===== src/hw/rtl/co2msq_pkg.sv =====
`timescale 1ns / 1ps
// Types, codes and helper functions of the CO2 measurement sequencer.
package co2msq_pkg;

  localparam int IN_DATA_W  = 72;
  localparam int OUT_DATA_W = 64;

  localparam logic [1:0] REQ_START  = 2'd0;
  localparam logic [1:0] REQ_WAKE   = 2'd1;
  localparam logic [1:0] REQ_STATUS = 2'd2;

  localparam logic [2:0] CMD_POWER_OFF   = 3'd0;
  localparam logic [2:0] CMD_POWER_ON    = 3'd1;
  localparam logic [2:0] CMD_READ_MODE   = 3'd2;
  localparam logic [2:0] CMD_WRITE_TRIG  = 3'd3;
  localparam logic [2:0] CMD_READ_VALUE  = 3'd4;
  localparam logic [2:0] CMD_READ_STATUS = 3'd5;

  localparam logic [3:0] CODE_OK         = 4'd0;
  localparam logic [3:0] CODE_NOT_READY  = 4'd8;
  localparam logic [3:0] CODE_GENERAL    = 4'd12;
  localparam logic [3:0] CODE_WRONG_MODE = 4'd13;
  localparam logic [3:0] CODE_BUS        = 4'd14;

  localparam logic [8:0] DELAY_NONE  = 9'd0;
  localparam logic [8:0] DELAY_END   = 9'd1;
  localparam logic [8:0] DELAY_SHORT = 9'd10;
  localparam logic [8:0] DELAY_POWER = 9'd100;
  localparam logic [8:0] DELAY_VALUE = 9'd300;

  localparam logic [7:0]  TRIGGER_BYTE = 8'h01;
  localparam logic [15:0] CO2_UNKNOWN  = 16'h7FFF;
  localparam logic [16:0] RETRY_MAX    = 17'h1FFFF;

  localparam logic       ADDR_SINGLE_MODE  = 1'b0;
  localparam logic       ADDR_SAMPLE_LIMIT = 1'b1;

  typedef enum logic [2:0] {
    PH_IDLE    = 3'd0,
    PH_MODE    = 3'd1,
    PH_TRIGGER = 3'd2,
    PH_VALUE   = 3'd3,
    PH_STATUS  = 3'd4,
    PH_COLLECT = 3'd5
  } phase_t;

  typedef enum logic [1:0] {
    CS_WAIT,
    CS_EXEC,
    CS_PAYLOAD
  } ctrl_state_t;

  typedef struct packed {
    logic load;
    logic exec;
    logic emit_pay;
  } ctrl_cmd_t;

  typedef struct packed {
    logic out_free;
    logic more;
    logic pay_last;
  } dp_stat_t;

  typedef struct packed {
    logic               update;
    logic [3:0]         code;
    logic               known;
    logic [15:0]        temp;
    logic signed [15:0] co2;
    logic               last;
    logic [7:0]         payload;
    logic [8:0]         delay;
    logic [2:0]         command;
  } result_t;

  // Lowest set flag among bits 0 to 10 wins; other flags give the general code.
  function automatic logic [3:0] decode_error(input logic [15:0] w);
    logic [3:0] code;
    code = (w == 16'd0) ? CODE_OK : CODE_GENERAL;
    for (int b = 10; b >= 0; b--) begin
      if (w[b]) begin
        code = 4'(b + 1);
      end
    end
    return code;
  endfunction

endpackage


===== src/hw/rtl/co2msq_ctrl.sv =====
`timescale 1ns / 1ps
// Controller state machine that sequences item intake and result emission.
module co2msq_ctrl (
  input  logic                  clk,
  input  logic                  rst_n,
  input  logic                  in_valid,
  output logic                  in_ready,
  input  co2msq_pkg::dp_stat_t  stat,
  output co2msq_pkg::ctrl_cmd_t cmd
);

  co2msq_pkg::ctrl_state_t state_r;
  co2msq_pkg::ctrl_state_t state_nxt;

  always_ff @(posedge clk) begin
    if (!rst_n) begin
      state_r <= co2msq_pkg::CS_WAIT;
    end else begin
      state_r <= state_nxt;
    end
  end

  always_comb begin
    state_nxt = state_r;
    unique case (state_r)
      co2msq_pkg::CS_WAIT: begin
        if (in_valid) begin
          state_nxt = co2msq_pkg::CS_EXEC;
        end
      end
      co2msq_pkg::CS_EXEC: begin
        if (stat.out_free) begin
          state_nxt = stat.more ? co2msq_pkg::CS_PAYLOAD : co2msq_pkg::CS_WAIT;
        end
      end
      co2msq_pkg::CS_PAYLOAD: begin
        if (stat.out_free && stat.pay_last) begin
          state_nxt = co2msq_pkg::CS_WAIT;
        end
      end
      default: state_nxt = co2msq_pkg::CS_WAIT;
    endcase
  end

  always_comb begin
    in_ready     = 1'b0;
    cmd.load     = 1'b0;
    cmd.exec     = 1'b0;
    cmd.emit_pay = 1'b0;
    unique case (state_r)
      co2msq_pkg::CS_WAIT: begin
        in_ready = 1'b1;
        cmd.load = in_valid;
      end
      co2msq_pkg::CS_EXEC: begin
        cmd.exec = stat.out_free;
      end
      co2msq_pkg::CS_PAYLOAD: begin
        cmd.emit_pay = stat.out_free;
      end
      default: begin
        in_ready = 1'b0;
      end
    endcase
  end

endmodule


===== src/hw/rtl/co2msq_dp.sv =====
`timescale 1ns / 1ps
// Datapath: item register, phase and retry state, status store and result register.
module co2msq_dp #(
  parameter int STATUS_BYTES = 24
) (
  input  logic                                 clk,
  input  logic                                 rst_n,
  input  logic                                 single_mode,
  input  logic [15:0]                          sample_limit,
  input  logic [1:0]                           in_user,
  input  logic [co2msq_pkg::IN_DATA_W-1:0]     in_data,
  input  logic                                 in_last,
  input  logic                                 out_ready,
  input  co2msq_pkg::ctrl_cmd_t                cmd,
  output co2msq_pkg::dp_stat_t                 stat,
  output logic                                 out_valid,
  output co2msq_pkg::result_t                  out_res
);

  localparam int IW = (STATUS_BYTES > 1) ? $clog2(STATUS_BYTES) : 1;
  localparam int CW = $clog2(STATUS_BYTES + 1);
  localparam logic [CW-1:0] COUNT_FULL = CW'(STATUS_BYTES);
  localparam logic [IW-1:0] IDX_LAST   = IW'(STATUS_BYTES - 1);

  logic [1:0]  req_r;
  logic        ok_r;
  logic [7:0]  mode_r;
  logic [15:0] err_r;
  logic [15:0] co2w_r;
  logic [15:0] tempw_r;
  logic [7:0]  sbyte_r;
  logic        send_r;

  co2msq_pkg::phase_t phase_r;
  co2msq_pkg::phase_t phase_nxt;
  logic [16:0]        retry_r;
  logic [16:0]        retry_nxt;
  logic [CW-1:0]      sidx_r;
  logic [CW-1:0]      sidx_nxt;
  logic [IW-1:0]      pidx_r;
  logic [7:0]         store_r [STATUS_BYTES];
  logic               nonzero_r;
  logic [15:0]        co2_r;
  logic [15:0]        co2_nxt;
  logic [15:0]        temp_r;
  logic [15:0]        temp_nxt;
  logic               known_r;
  logic               known_nxt;
  logic               out_valid_r;
  co2msq_pkg::result_t res_r;
  co2msq_pkg::result_t res_nxt;

  logic       clear_store;
  logic       wr_en;
  logic       set_unk;
  logic       take_read;
  logic       emit;
  logic [2:0] e_cmd;
  logic [8:0] e_delay;
  logic [7:0] e_pay;
  logic       e_last;
  logic       e_upd;
  logic [3:0] e_code;
  logic [3:0] err_code;
  logic       timed_out;
  logic       mode_bad;

  assign err_code  = co2msq_pkg::decode_error(err_r);
  assign timed_out = retry_r > {1'b0, sample_limit};
  assign mode_bad  = mode_r != {7'd0, single_mode};

  assign stat.out_free = !out_valid_r || out_ready;
  assign stat.more     = (req_r == co2msq_pkg::REQ_WAKE) &&
                         (phase_r == co2msq_pkg::PH_TRIGGER) && nonzero_r;
  assign stat.pay_last = pidx_r == IDX_LAST;

  always_ff @(posedge clk) begin
    if (cmd.load) begin
      req_r   <= in_user;
      ok_r    <= in_data[0];
      mode_r  <= in_data[8:1];
      err_r   <= in_data[24:9];
      co2w_r  <= in_data[40:25];
      tempw_r <= in_data[56:41];
      sbyte_r <= in_data[64:57];
      send_r  <= in_last;
    end
  end

  always_comb begin
    phase_nxt   = phase_r;
    retry_nxt   = retry_r;
    sidx_nxt    = sidx_r;
    clear_store = 1'b0;
    wr_en       = 1'b0;
    set_unk     = 1'b0;
    take_read   = 1'b0;
    emit        = 1'b0;
    e_cmd       = co2msq_pkg::CMD_POWER_OFF;
    e_delay     = co2msq_pkg::DELAY_NONE;
    e_pay       = 8'd0;
    e_last      = 1'b1;
    e_upd       = 1'b0;
    e_code      = co2msq_pkg::CODE_OK;
    if (cmd.exec) begin
      case (req_r)
        co2msq_pkg::REQ_START: begin
          phase_nxt = co2msq_pkg::PH_MODE;
          retry_nxt = 17'd0;
          emit      = 1'b1;
          e_cmd     = co2msq_pkg::CMD_POWER_ON;
          e_delay   = co2msq_pkg::DELAY_POWER;
        end
        co2msq_pkg::REQ_STATUS: begin
          if (phase_r == co2msq_pkg::PH_COLLECT) begin
            if (sidx_r < COUNT_FULL) begin
              wr_en    = 1'b1;
              sidx_nxt = sidx_r + 1'b1;
            end
            if (send_r) begin
              phase_nxt = co2msq_pkg::PH_IDLE;
              emit      = 1'b1;
            end
          end
        end
        co2msq_pkg::REQ_WAKE: begin
          case (phase_r)
            co2msq_pkg::PH_IDLE: begin
              emit = 1'b1;
            end
            co2msq_pkg::PH_MODE: begin
              emit  = 1'b1;
              e_cmd = co2msq_pkg::CMD_READ_MODE;
              if (!ok_r || mode_bad) begin
                set_unk   = 1'b1;
                phase_nxt = co2msq_pkg::PH_IDLE;
                e_delay   = co2msq_pkg::DELAY_END;
                e_upd     = 1'b1;
                e_code    = ok_r ? co2msq_pkg::CODE_WRONG_MODE : co2msq_pkg::CODE_BUS;
              end else if (single_mode) begin
                phase_nxt = co2msq_pkg::PH_TRIGGER;
                e_delay   = co2msq_pkg::DELAY_SHORT;
              end else begin
                phase_nxt = co2msq_pkg::PH_VALUE;
                e_delay   = co2msq_pkg::DELAY_VALUE;
              end
            end
            co2msq_pkg::PH_TRIGGER: begin
              emit      = 1'b1;
              set_unk   = !ok_r;
              phase_nxt = ok_r ? co2msq_pkg::PH_VALUE : co2msq_pkg::PH_IDLE;
              e_cmd     = co2msq_pkg::CMD_WRITE_TRIG;
              e_delay   = ok_r ? co2msq_pkg::DELAY_VALUE : co2msq_pkg::DELAY_END;
              e_pay     = co2msq_pkg::TRIGGER_BYTE;
              e_last    = !nonzero_r;
              e_upd     = !ok_r && !nonzero_r;
              e_code    = co2msq_pkg::CODE_BUS;
            end
            co2msq_pkg::PH_VALUE: begin
              emit  = 1'b1;
              e_cmd = co2msq_pkg::CMD_READ_VALUE;
              if (ok_r && retry_r != co2msq_pkg::RETRY_MAX) begin
                retry_nxt = retry_r + 1'b1;
              end
              if (!ok_r || timed_out ||
                  (err_code != co2msq_pkg::CODE_OK &&
                   err_code != co2msq_pkg::CODE_NOT_READY)) begin
                set_unk   = 1'b1;
                phase_nxt = co2msq_pkg::PH_IDLE;
                e_delay   = co2msq_pkg::DELAY_END;
                e_upd     = 1'b1;
                e_code    = !ok_r ? co2msq_pkg::CODE_BUS :
                            timed_out ? co2msq_pkg::CODE_NOT_READY : err_code;
              end else if (err_code == co2msq_pkg::CODE_NOT_READY) begin
                e_delay = co2msq_pkg::DELAY_VALUE;
              end else begin
                take_read = 1'b1;
                e_upd     = 1'b1;
                if (single_mode) begin
                  phase_nxt = co2msq_pkg::PH_STATUS;
                  e_delay   = co2msq_pkg::DELAY_SHORT;
                end else begin
                  phase_nxt = co2msq_pkg::PH_IDLE;
                  e_delay   = co2msq_pkg::DELAY_END;
                end
              end
            end
            co2msq_pkg::PH_STATUS: begin
              emit        = 1'b1;
              clear_store = 1'b1;
              e_cmd       = co2msq_pkg::CMD_READ_STATUS;
              if (!ok_r) begin
                phase_nxt = co2msq_pkg::PH_IDLE;
                e_delay   = co2msq_pkg::DELAY_END;
                e_upd     = 1'b1;
                e_code    = co2msq_pkg::CODE_BUS;
              end else begin
                sidx_nxt  = '0;
                phase_nxt = co2msq_pkg::PH_COLLECT;
              end
            end
            default: begin
              emit = 1'b0;
            end
          endcase
        end
        default: begin
          emit = 1'b0;
        end
      endcase
    end else if (cmd.emit_pay) begin
      emit    = 1'b1;
      e_cmd   = co2msq_pkg::CMD_WRITE_TRIG;
      e_delay = ok_r ? co2msq_pkg::DELAY_VALUE : co2msq_pkg::DELAY_END;
      e_pay   = store_r[pidx_r];
      e_last  = stat.pay_last;
      e_upd   = !ok_r && stat.pay_last;
      e_code  = co2msq_pkg::CODE_BUS;
    end
  end

  always_comb begin
    co2_nxt   = co2_r;
    temp_nxt  = temp_r;
    known_nxt = known_r;
    if (set_unk) begin
      co2_nxt   = co2msq_pkg::CO2_UNKNOWN;
      temp_nxt  = 16'd0;
      known_nxt = 1'b0;
    end else if (take_read) begin
      co2_nxt   = co2w_r;
      temp_nxt  = tempw_r;
      known_nxt = 1'b1;
    end
    res_nxt.command = e_cmd;
    res_nxt.delay   = e_delay;
    res_nxt.payload = e_pay;
    res_nxt.last    = e_last;
    res_nxt.update  = e_upd;
    res_nxt.co2     = e_upd ? $signed(co2_nxt) : 16'sd0;
    res_nxt.temp    = e_upd ? temp_nxt : 16'd0;
    res_nxt.known   = e_upd & known_nxt;
    res_nxt.code    = e_upd ? e_code : co2msq_pkg::CODE_OK;
  end

  always_ff @(posedge clk) begin
    if (!rst_n) begin
      phase_r   <= co2msq_pkg::PH_IDLE;
      retry_r   <= 17'd0;
      sidx_r    <= '0;
      co2_r     <= co2msq_pkg::CO2_UNKNOWN;
      temp_r    <= 16'd0;
      known_r   <= 1'b0;
      nonzero_r <= 1'b0;
    end else begin
      phase_r <= phase_nxt;
      retry_r <= retry_nxt;
      sidx_r  <= sidx_nxt;
      co2_r   <= co2_nxt;
      temp_r  <= temp_nxt;
      known_r <= known_nxt;
      if (clear_store) begin
        nonzero_r <= 1'b0;
      end else if (wr_en && sbyte_r != 8'd0) begin
        nonzero_r <= 1'b1;
      end
    end
  end

  always_ff @(posedge clk) begin
    if (!rst_n || clear_store) begin
      for (int i = 0; i < STATUS_BYTES; i++) begin
        store_r[i] <= 8'd0;
      end
    end else if (wr_en) begin
      store_r[sidx_r[IW-1:0]] <= sbyte_r;
    end
  end

  always_ff @(posedge clk) begin
    if (cmd.exec) begin
      pidx_r <= '0;
    end else if (cmd.emit_pay) begin
      pidx_r <= pidx_r + 1'b1;
    end
  end

  always_ff @(posedge clk) begin
    if (!rst_n) begin
      out_valid_r <= 1'b0;
    end else if (emit) begin
      out_valid_r <= 1'b1;
    end else if (out_ready) begin
      out_valid_r <= 1'b0;
    end
  end

  always_ff @(posedge clk) begin
    if (emit) begin
      res_r <= res_nxt;
    end
  end

  assign out_valid = out_valid_r;
  assign out_res   = res_r;

endmodule


===== src/hw/rtl/co2_sensor_measure_sequencer_top.sv =====
`timescale 1ns / 1ps
// Top level of the CO2 measurement sequencer: ports, registers and wiring.
//
// Requests enter on the in_ stream: in_tuser carries the request kind (start,
// timer wake with the outcome of the pending bus transaction, status byte) and
// in_tlast marks the final byte of a status block. Results leave on the out_
// stream with tlast on the final result of each request. The APB port holds the
// mode select at address 0 and the sample limit at address 4.
// A request is taken in the wait state and decoded in the execute state once the
// output register is free; its first result is then registered there. A trigger
// write with a non-empty saved status emits STATUS_BYTES + 1 results at one per
// cycle while the receiver is ready, all through the single output register.
// A new request is accepted as soon as the previous one has placed its last
// result in the output register, even while that result is still waiting.
// When the receiver stalls, the output register holds its result and the
// sequencer waits. Reset returns to the idle phase, clears the saved status
// store, marks the readings unknown and loads the register defaults.
module co2_sensor_measure_sequencer_top #(
  parameter int STATUS_BYTES = 24
) (
  input  logic                              clk,
  input  logic                              rst_n,
  input  logic                              in_tvalid,
  output logic                              in_tready,
  // bus_ok, mode_byte, error_word, co2_word, temp_word, status_byte, zero fill
  input  logic [co2msq_pkg::IN_DATA_W-1:0]  in_tdata,
  // req_type
  input  logic [1:0]                        in_tuser,
  input  logic                              in_tlast,
  output logic                              out_tvalid,
  input  logic                              out_tready,
  // command, delay_ms, payload_byte, co2_value, temp_centi, temp_known,
  // status_code, status_update, zero fill
  output logic [co2msq_pkg::OUT_DATA_W-1:0] out_tdata,
  output logic                              out_tlast,
  input  logic                              psel,
  input  logic                              penable,
  input  logic                              pwrite,
  input  logic [2:0]                        paddr,
  input  logic [31:0]                       pwdata,
  output logic [31:0]                       prdata,
  output logic                              pready
);

  logic        single_mode_r;
  logic        single_mode_nxt;
  logic [15:0] sample_limit_r;
  logic [15:0] sample_limit_nxt;
  logic        cfg_wr;

  co2msq_pkg::ctrl_cmd_t cmd;
  co2msq_pkg::dp_stat_t  stat;
  co2msq_pkg::result_t   res;

  assign pready = 1'b1;
  assign cfg_wr = psel && penable && pwrite && pready;

  always_comb begin
    single_mode_nxt  = single_mode_r;
    sample_limit_nxt = sample_limit_r;
    if (cfg_wr) begin
      unique case (paddr[2])
        co2msq_pkg::ADDR_SINGLE_MODE:  single_mode_nxt  = pwdata[0];
        co2msq_pkg::ADDR_SAMPLE_LIMIT: sample_limit_nxt = pwdata[15:0];
        default:                       single_mode_nxt  = single_mode_r;
      endcase
    end
  end

  always_ff @(posedge clk) begin
    if (!rst_n) begin
      single_mode_r  <= 1'b0;
      sample_limit_r <= 16'd1;
    end else begin
      single_mode_r  <= single_mode_nxt;
      sample_limit_r <= sample_limit_nxt;
    end
  end

  assign prdata = (paddr[2] == co2msq_pkg::ADDR_SAMPLE_LIMIT) ?
                  {16'd0, sample_limit_r} : {31'd0, single_mode_r};

  co2msq_ctrl u_ctrl (
    .clk      (clk),
    .rst_n    (rst_n),
    .in_valid (in_tvalid),
    .in_ready (in_tready),
    .stat     (stat),
    .cmd      (cmd)
  );

  co2msq_dp #(
    .STATUS_BYTES (STATUS_BYTES)
  ) u_dp (
    .clk          (clk),
    .rst_n        (rst_n),
    .single_mode  (single_mode_r),
    .sample_limit (sample_limit_r),
    .in_user      (in_tuser),
    .in_data      (in_tdata),
    .in_last      (in_tlast),
    .out_ready    (out_tready),
    .cmd          (cmd),
    .stat         (stat),
    .out_valid    (out_tvalid),
    .out_res      (res)
  );

  assign out_tdata = {6'd0, res.update, res.code, res.known, res.temp, res.co2,
                      res.payload, res.delay, res.command};
  assign out_tlast = res.last;

endmodule


===== config.mk =====
export PLATFORM = sky130hd
export DESIGN_NAME = co2_sensor_measure_sequencer_top
export DESIGN_NICKNAME = d
export VERILOG_FILES = /design/src/hw/rtl/co2msq_pkg.sv /design/src/hw/rtl/co2msq_ctrl.sv /design/src/hw/rtl/co2msq_dp.sv /design/src/hw/rtl/co2_sensor_measure_sequencer_top.sv
export SDC_FILE = /design/constraint.sdc
export NUM_CORES = 1
export LEC_CHECK = 0
export BUFFER_PORTS_ARGS = -buffer_cell sky130_fd_sc_hd__buf_4
export CAP_MARGIN = 10
export CORE_MARGIN = 3
export CORE_UTILIZATION = 35
export CTS_CLUSTER_DIAMETER = 50
export DETAILED_ROUTE_END_ITERATION = 7
export PLACE_DENSITY_LB_ADDON = 0.3
export SLEW_MARGIN = 30
export SYNTH_ARGS = -nofsm -noshare
export SYNTH_HDL_FRONTEND = slang
export SYNTH_SLANG_ARGS = --single-unit

===== constraint.sdc =====
create_clock -name clk -period 6.3 [get_ports clk]
set_input_delay 1.26 -clock clk [delete_from_list [all_inputs] [get_ports clk]]
set_output_delay 1.26 -clock clk [all_outputs]
set_load 0.01 [all_outputs]

**Word level (Yosys, flattened, before mapping)**

Memory sizes are Yosys's and may differ from the RTL's. A register that Yosys moved wholly into a read port is not among the register bits.
Index checks and enable logic that the tools add are counted.

- Logic and storage cells: 223
- Output and inout port bits: 100
- Flip-flop bits (word level): 211
- RAM bits: 192
- Memories kept: 1
- Input bits: 117

Memories:

| name | words | width | rd ports | clocked after memory_dff | wr ports | line | RTL |
|---|---|---|---|---|---|---|---|
| u_dp.store_r | 24 | 8 | 1 | 1 | 24 | co2msq_dp.sv:41 | `logic [7:0] store_r [STATUS_BYTES];` |

- Eq/ne operators: 26
- Bitwise operators: 3
- Reduce and logical (&&, ||, !) cells: 38
- Add/subtract/negate cells: 3
- $lt $le $gt $ge: 2
- Muxes and demuxes: 121

Operators with widths:

| operator | number |
|---|---|
| $mux W4 | 21 |
| $mux W16 | 5 |
| $mux W9 | 7 |
| $mux W1 | 47 |
| $pmux W9 S4 | 1 |
| $mux W5 | 7 |
| $mux W17 | 2 |
| $pmux W17 S2 | 1 |
| $mux W8 | 4 |
| $mux W3 | 8 |
| $pmux W3 S4 | 2 |
| $pmux W9 S2 | 1 |
| $add A17 B1 Y17 const B | 1 |
| $gt A17 B16 Y1 | 1 |
| $ne A17 B17 Y1 const B | 1 |
| $logic_not A16 Y1 | 1 |
| $pmux W4 S4 | 1 |
| $mux W2 | 7 |
| $ne A2 B1 Y1 const B | 6 |
| $reduce_and A6 Y1 | 2 |
| $add A5 B1 Y5 const B | 2 |
| $logic_and A1 B1 Y1 | 10 |
| $pmux W5 S2 | 1 |
| $pmux W3 S3 | 1 |
| other kinds (32) | 53 |

**Depth between registers and ports, before layout**

- Word-level depth: 23
- Mapped depth: 12
- Mapped depth without buffers: 11

**Cells and area by module**

Synthesis repeated with hierarchy kept, for this count alone.

- Cells, all modules: 1,443
- Area total of the unflattened synthesis: 20,467.1 um^2

By module, submodules not included:

| module | area an instance (um^2) | sequential area each (um^2) | times used | cells an instance |
|---|---|---|---|---|
| co2msq_dp | 19,348.6 | 12,812.3 | 1 | 1,312 |
| co2_sensor_measure_sequencer_top | 1,003.5 | 340.3 | 1 | 118 |
| co2msq_ctrl | 115.1 | 40.0 | 1 | 13 |

**Worst setup path before layout**

OpenSTA, ideal clock, no wires.

- Path kind: input to register
- From: input port out_tready
- To: register u_dp.res_r (netlist bit u_dp.out_res[0]) (enable)
- Path slack: 0.027 ns
- Path buffers: 0
- Data arrival time: 5.717 ns
- Data required time: 5.744 ns
- Setup time: 0.556 ns
- Stages on the path: 3
- Cell sequence: nand2b_1 > nand3b_1 > o31ai_1

- Cells in the longest elaborated chain, start to end: 4
- Elaborated cells on any way between the ends: 5
- Those cells by class: mux: 4; reduce/logical: 1

Ends and longest elaborated chain:

| what | line | RTL |
|---|---|---|
| from (decl) | co2_sensor_measure_sequencer_top.sv:31 | `input logic out_tready,` |
| $logic_or A1 B1 Y1 (*) | co2msq_dp.sv:72 | `assign stat.out_free = !out_valid_r \|\| out_ready;` |
| $mux W1 | co2msq_ctrl.sv:50 | `unique case (state_r)` |
| $mux W1 | co2msq_dp.sv:211 | `end else if (cmd.emit_pay) begin` |
| $mux W1 (*) | co2msq_dp.sv:105 | `if (cmd.exec) begin` |
| net u_dp.emit | co2msq_dp.sv:57 | `logic emit;` |
| to (signal assigned) | co2msq_dp.sv:300 | `res_r <= res_nxt;` |
| to (decl) | co2msq_dp.sv:50 | `co2msq_pkg::result_t res_r;` |

The timed path passes the listed nets; every way through them passes the cells marked *.
A chain may end at the register's enable or synchronous reset.

==> out/qor.csv <==
metric,value,unit
powerDensity,283,mW/mm2
crit_buf_inv,2,
slew_headroom,0.337,
startpoint_type,flip-flop,
grt-ovfl-total,0,
synth.distinct_cells,67,
worstPathMaxFanout,26,
finalSetupViolCount,0,
hold_depth,2,
h-tree-depth,2,
drive_gt1_frac,0.222,
pin_count,217,
p_leak,0.00872,uW
gp_congestion,0.886,
drt-initial-drc-count,1001,
cpMostUsedCell,buf_4,
cp_num_cells,8,
netlist_instances,1444,
syn_area,0.0203,mm2
cts_buffers,52,
ys_async_sr_fraction,0,
via_count,12100,
synth-main-ff-cell,edfxtp_1,
fin_nets,1824,
grt_use_total,0.152,
initial_core_util,0.357,
detail_route.vias_per_cell,4.89,
setup-tns-final,0,ns
arrival,4.27,ns
slowest_delay,0.80,ns
reg2reg_depth,8,
cp_cell_sequence,ha_1 > nand4b_1 > o21a_1 > buf_4 > and4_1 > nand2_1 > o21ai_0 > buf_4,
cts_tree,yes,
core_area,0.0569,mm2
die_h,247,um
place_ws,1.75,ns
avgRoutedWirePerCell,18.7,um
finalHoldViolations,0,
synth.avg_cell_area,14.1,um2
cap_violations,0,
root_buffer,clkbuf_16,
post-route-drc-count,0,
fin_ws,2.34,ns
drtPass1Iterations,5,
end_kind,flip-flop,
critPathRequiredTime,6.61,ns
rsz0062_at_grt,no,
cts_resized,0,
antenna_found_initial,1,
clkLatencyLatePin,0.60,ns
clock_skew,0.0131,ns
worstSetupPathType,flip-flop to flip-flop,
synth_warnings,0,
fin_util,0.427,
grt_max_degree,67,
min_path_type,flip-flop to flip-flop,
synth_largest_area_cell,edfxtp_1,
synth-seq-cells,469,
grt_pass1_vias,12100,
worst_slew_pin_slew,0.994,ns
hpwl,31.1,mm
cts.clk_slew.worst_paths,0.06,ns
synth_top_cell_area_share,0.562,
min_period,3.96,ns
period_share,0.629,
yosys-top-cells-area,"edfxtp_1, mux4_2, dfxtp_1",
synth_seq_area_share,0.650,
crit_slowest_cell,o21ai_0,
peakVddDrop,0.212,mV
wirelength,46.3,mm
die_area,0.0609,mm2
maxSlewViolCount,0,
hold_buffers,0,
ant_nets,0,
cts.sinks,469,
fmax,252,MHz
outcome,completed,
clockBufferDepth,3,
syn2layout_area_growth,19.7,%
grt_pass1_wl,71.0,mm
rows,87,
cp_top_family,simple AND/OR/NAND/NOR gates,
port_buffers,166,
die_x,247,um
cts_setup_buffers,0,
synth_edf_count,380,
Yosys cell counts, types with 3 or more instances:
master,n
mux4_2,80
a21boi_0,20
buf_1,5
nand3_1,16
a21o_1,3
nand4b_1,3
o21a_1,3
nor2b_1,10
and3_1,8
xnor2_1,10
edfxtp_1,380
mux2i_1,41
a22oi_1,4
xor2_1,9
nand3b_1,5
dfxtp_1,89
a211oi_1,3
buf_2,10
clkbuf_1,56
nor4_1,7
or3_1,5
nor3b_1,3
nand2_1,82
o21bai_1,3
nor3_1,10
inv_1,34
o22ai_1,4
ha_1,27
and4_1,3
a31oi_1,6
nor2_1,125
a21oi_1,46
o21ai_0,50
buf_4,30
o31ai_1,4
a31o_2,3
and2_1,195
nand2b_1,7
nand4_1,10
metal layers:
metal  vias up  global-route usage  routed length, um
li1       5678                   -                  -
met1      5996               0.197              19800
met2       362               0.258              22600
met3        80              0.0294               2770
met4         0              0.0435               1170
met5         -                   0                  0
sequential cells by signal (all words and copies together), names as in the netlist, 2 cells and up, named ones only:
name and flops:
u_dp.store_r 256, u_dp.pidx_r 5, u_dp.err_r 16, u_dp.req_r 2
u_dp.sbyte_r 8, u_dp.retry_r 17, u_ctrl.state_r 2, u_dp.co2w_r 16
u_dp.mode_r 8, u_dp.tempw_r 16, u_dp.out_res 56, sample_limit_r 16
u_dp.temp_r 16, u_dp.co2_r 16, u_dp.phase_r 3, u_dp.sidx_r 5
power breakdown:
part / internal [uW] / leakage, uW / switching, uW / total (uW)
logic: 120 / 0.00361 / 179 / 299
clock network: 1810 / 0.000831 / 1240 / 3050
registers: 3480 / 0.00428 / 44.6 / 3520
total: 5410 / 0.00872 / 1460 / 6870
tightest hold or removal path: cells and delay by family, from the launching register on:
kind / cells / cell delay [ns]
AO/OA/AOI/OAI: 1 / 0.06
flip-flops: 1 / 0.31
AND/OR/NAND/NOR: 1 / 0.05
per-stage QoR:
stage / power, uW / hold WS [ns] / cells / area [um2]
final: 6870 / 0.463 / 2480 / 24300
after global routing: 7110 / 0.478 / 2480 / 24300
after CTS: 6950 / 0.465 / 2479 / 24300
after detailed placement: 3890 / 0.456 / 2382 / 22600
after global placement: 3880 / 0.453 / 2382 / 22600
after floorplan: 3740 / 0.439 / 1531 / 20600
area by class of cell:
type / count / area (um2)
antenna: 1 / 2.50
clock buffer: 74 / 1440
clock inverter: 23 / 292
fill: 5180 / 32600
inverter: 34 / 128
multi-input combinational: 925 / 6800
sequential: 469 / 13200
tap: 756 / 946
timing repair buffer: 198 / 1490
path summary, 6_finish.rpt:
path / from / to / slack (ns)
worst max-delay path: u_dp.req_r[0] / u_dp.store_r[18][3] / 2.34
worst min-delay path: sample_limit_r[7] / sample_limit_r[7] / 0.46
worst max register to register: u_dp.req_r[0] / u_dp.store_r[18][3] / 2.34
worst min register to register: sample_limit_r[7] / sample_limit_r[7] / 0.46
cells in the final DEF (no fill, tap or decap), drive strengths merged, types with 17 or more instances in the layout:
| cell | instances |
|---|---|
| edfxtp | 380 |
| buf | 198 |
| and2 | 195 |
| nor2 | 126 |
| conb | 89 |
| dfxtp | 89 |
| nand2 | 83 |
| mux4 | 80 |
| clkbuf | 74 |
| o21ai | 52 |
| a21oi | 46 |
| mux2i | 41 |
| inv | 38 |
| ha | 27 |
| a21boi | 21 |
| nand3 | 17 |
cells by family (layout without fill, tap and decap cells):
group / Yosys count / in the layout / share of synthesized area
and+or+nand+nor: 501 / 501 / 0.131
muxes: 121 / 121 / 0.109
buffers and inverters: 137 / 329 / 0.0322
DFF: 469 / 469 / 0.650
other: 2 / 90 / 0.000370
xor gates and xnor gates: 19 / 19 / 0.00820
AOI/OAI and AO/OA: 168 / 168 / 0.0527
adders and majority gates: 27 / 27 / 0.0166
Note: power is estimated with default switching activity, not from simulation.
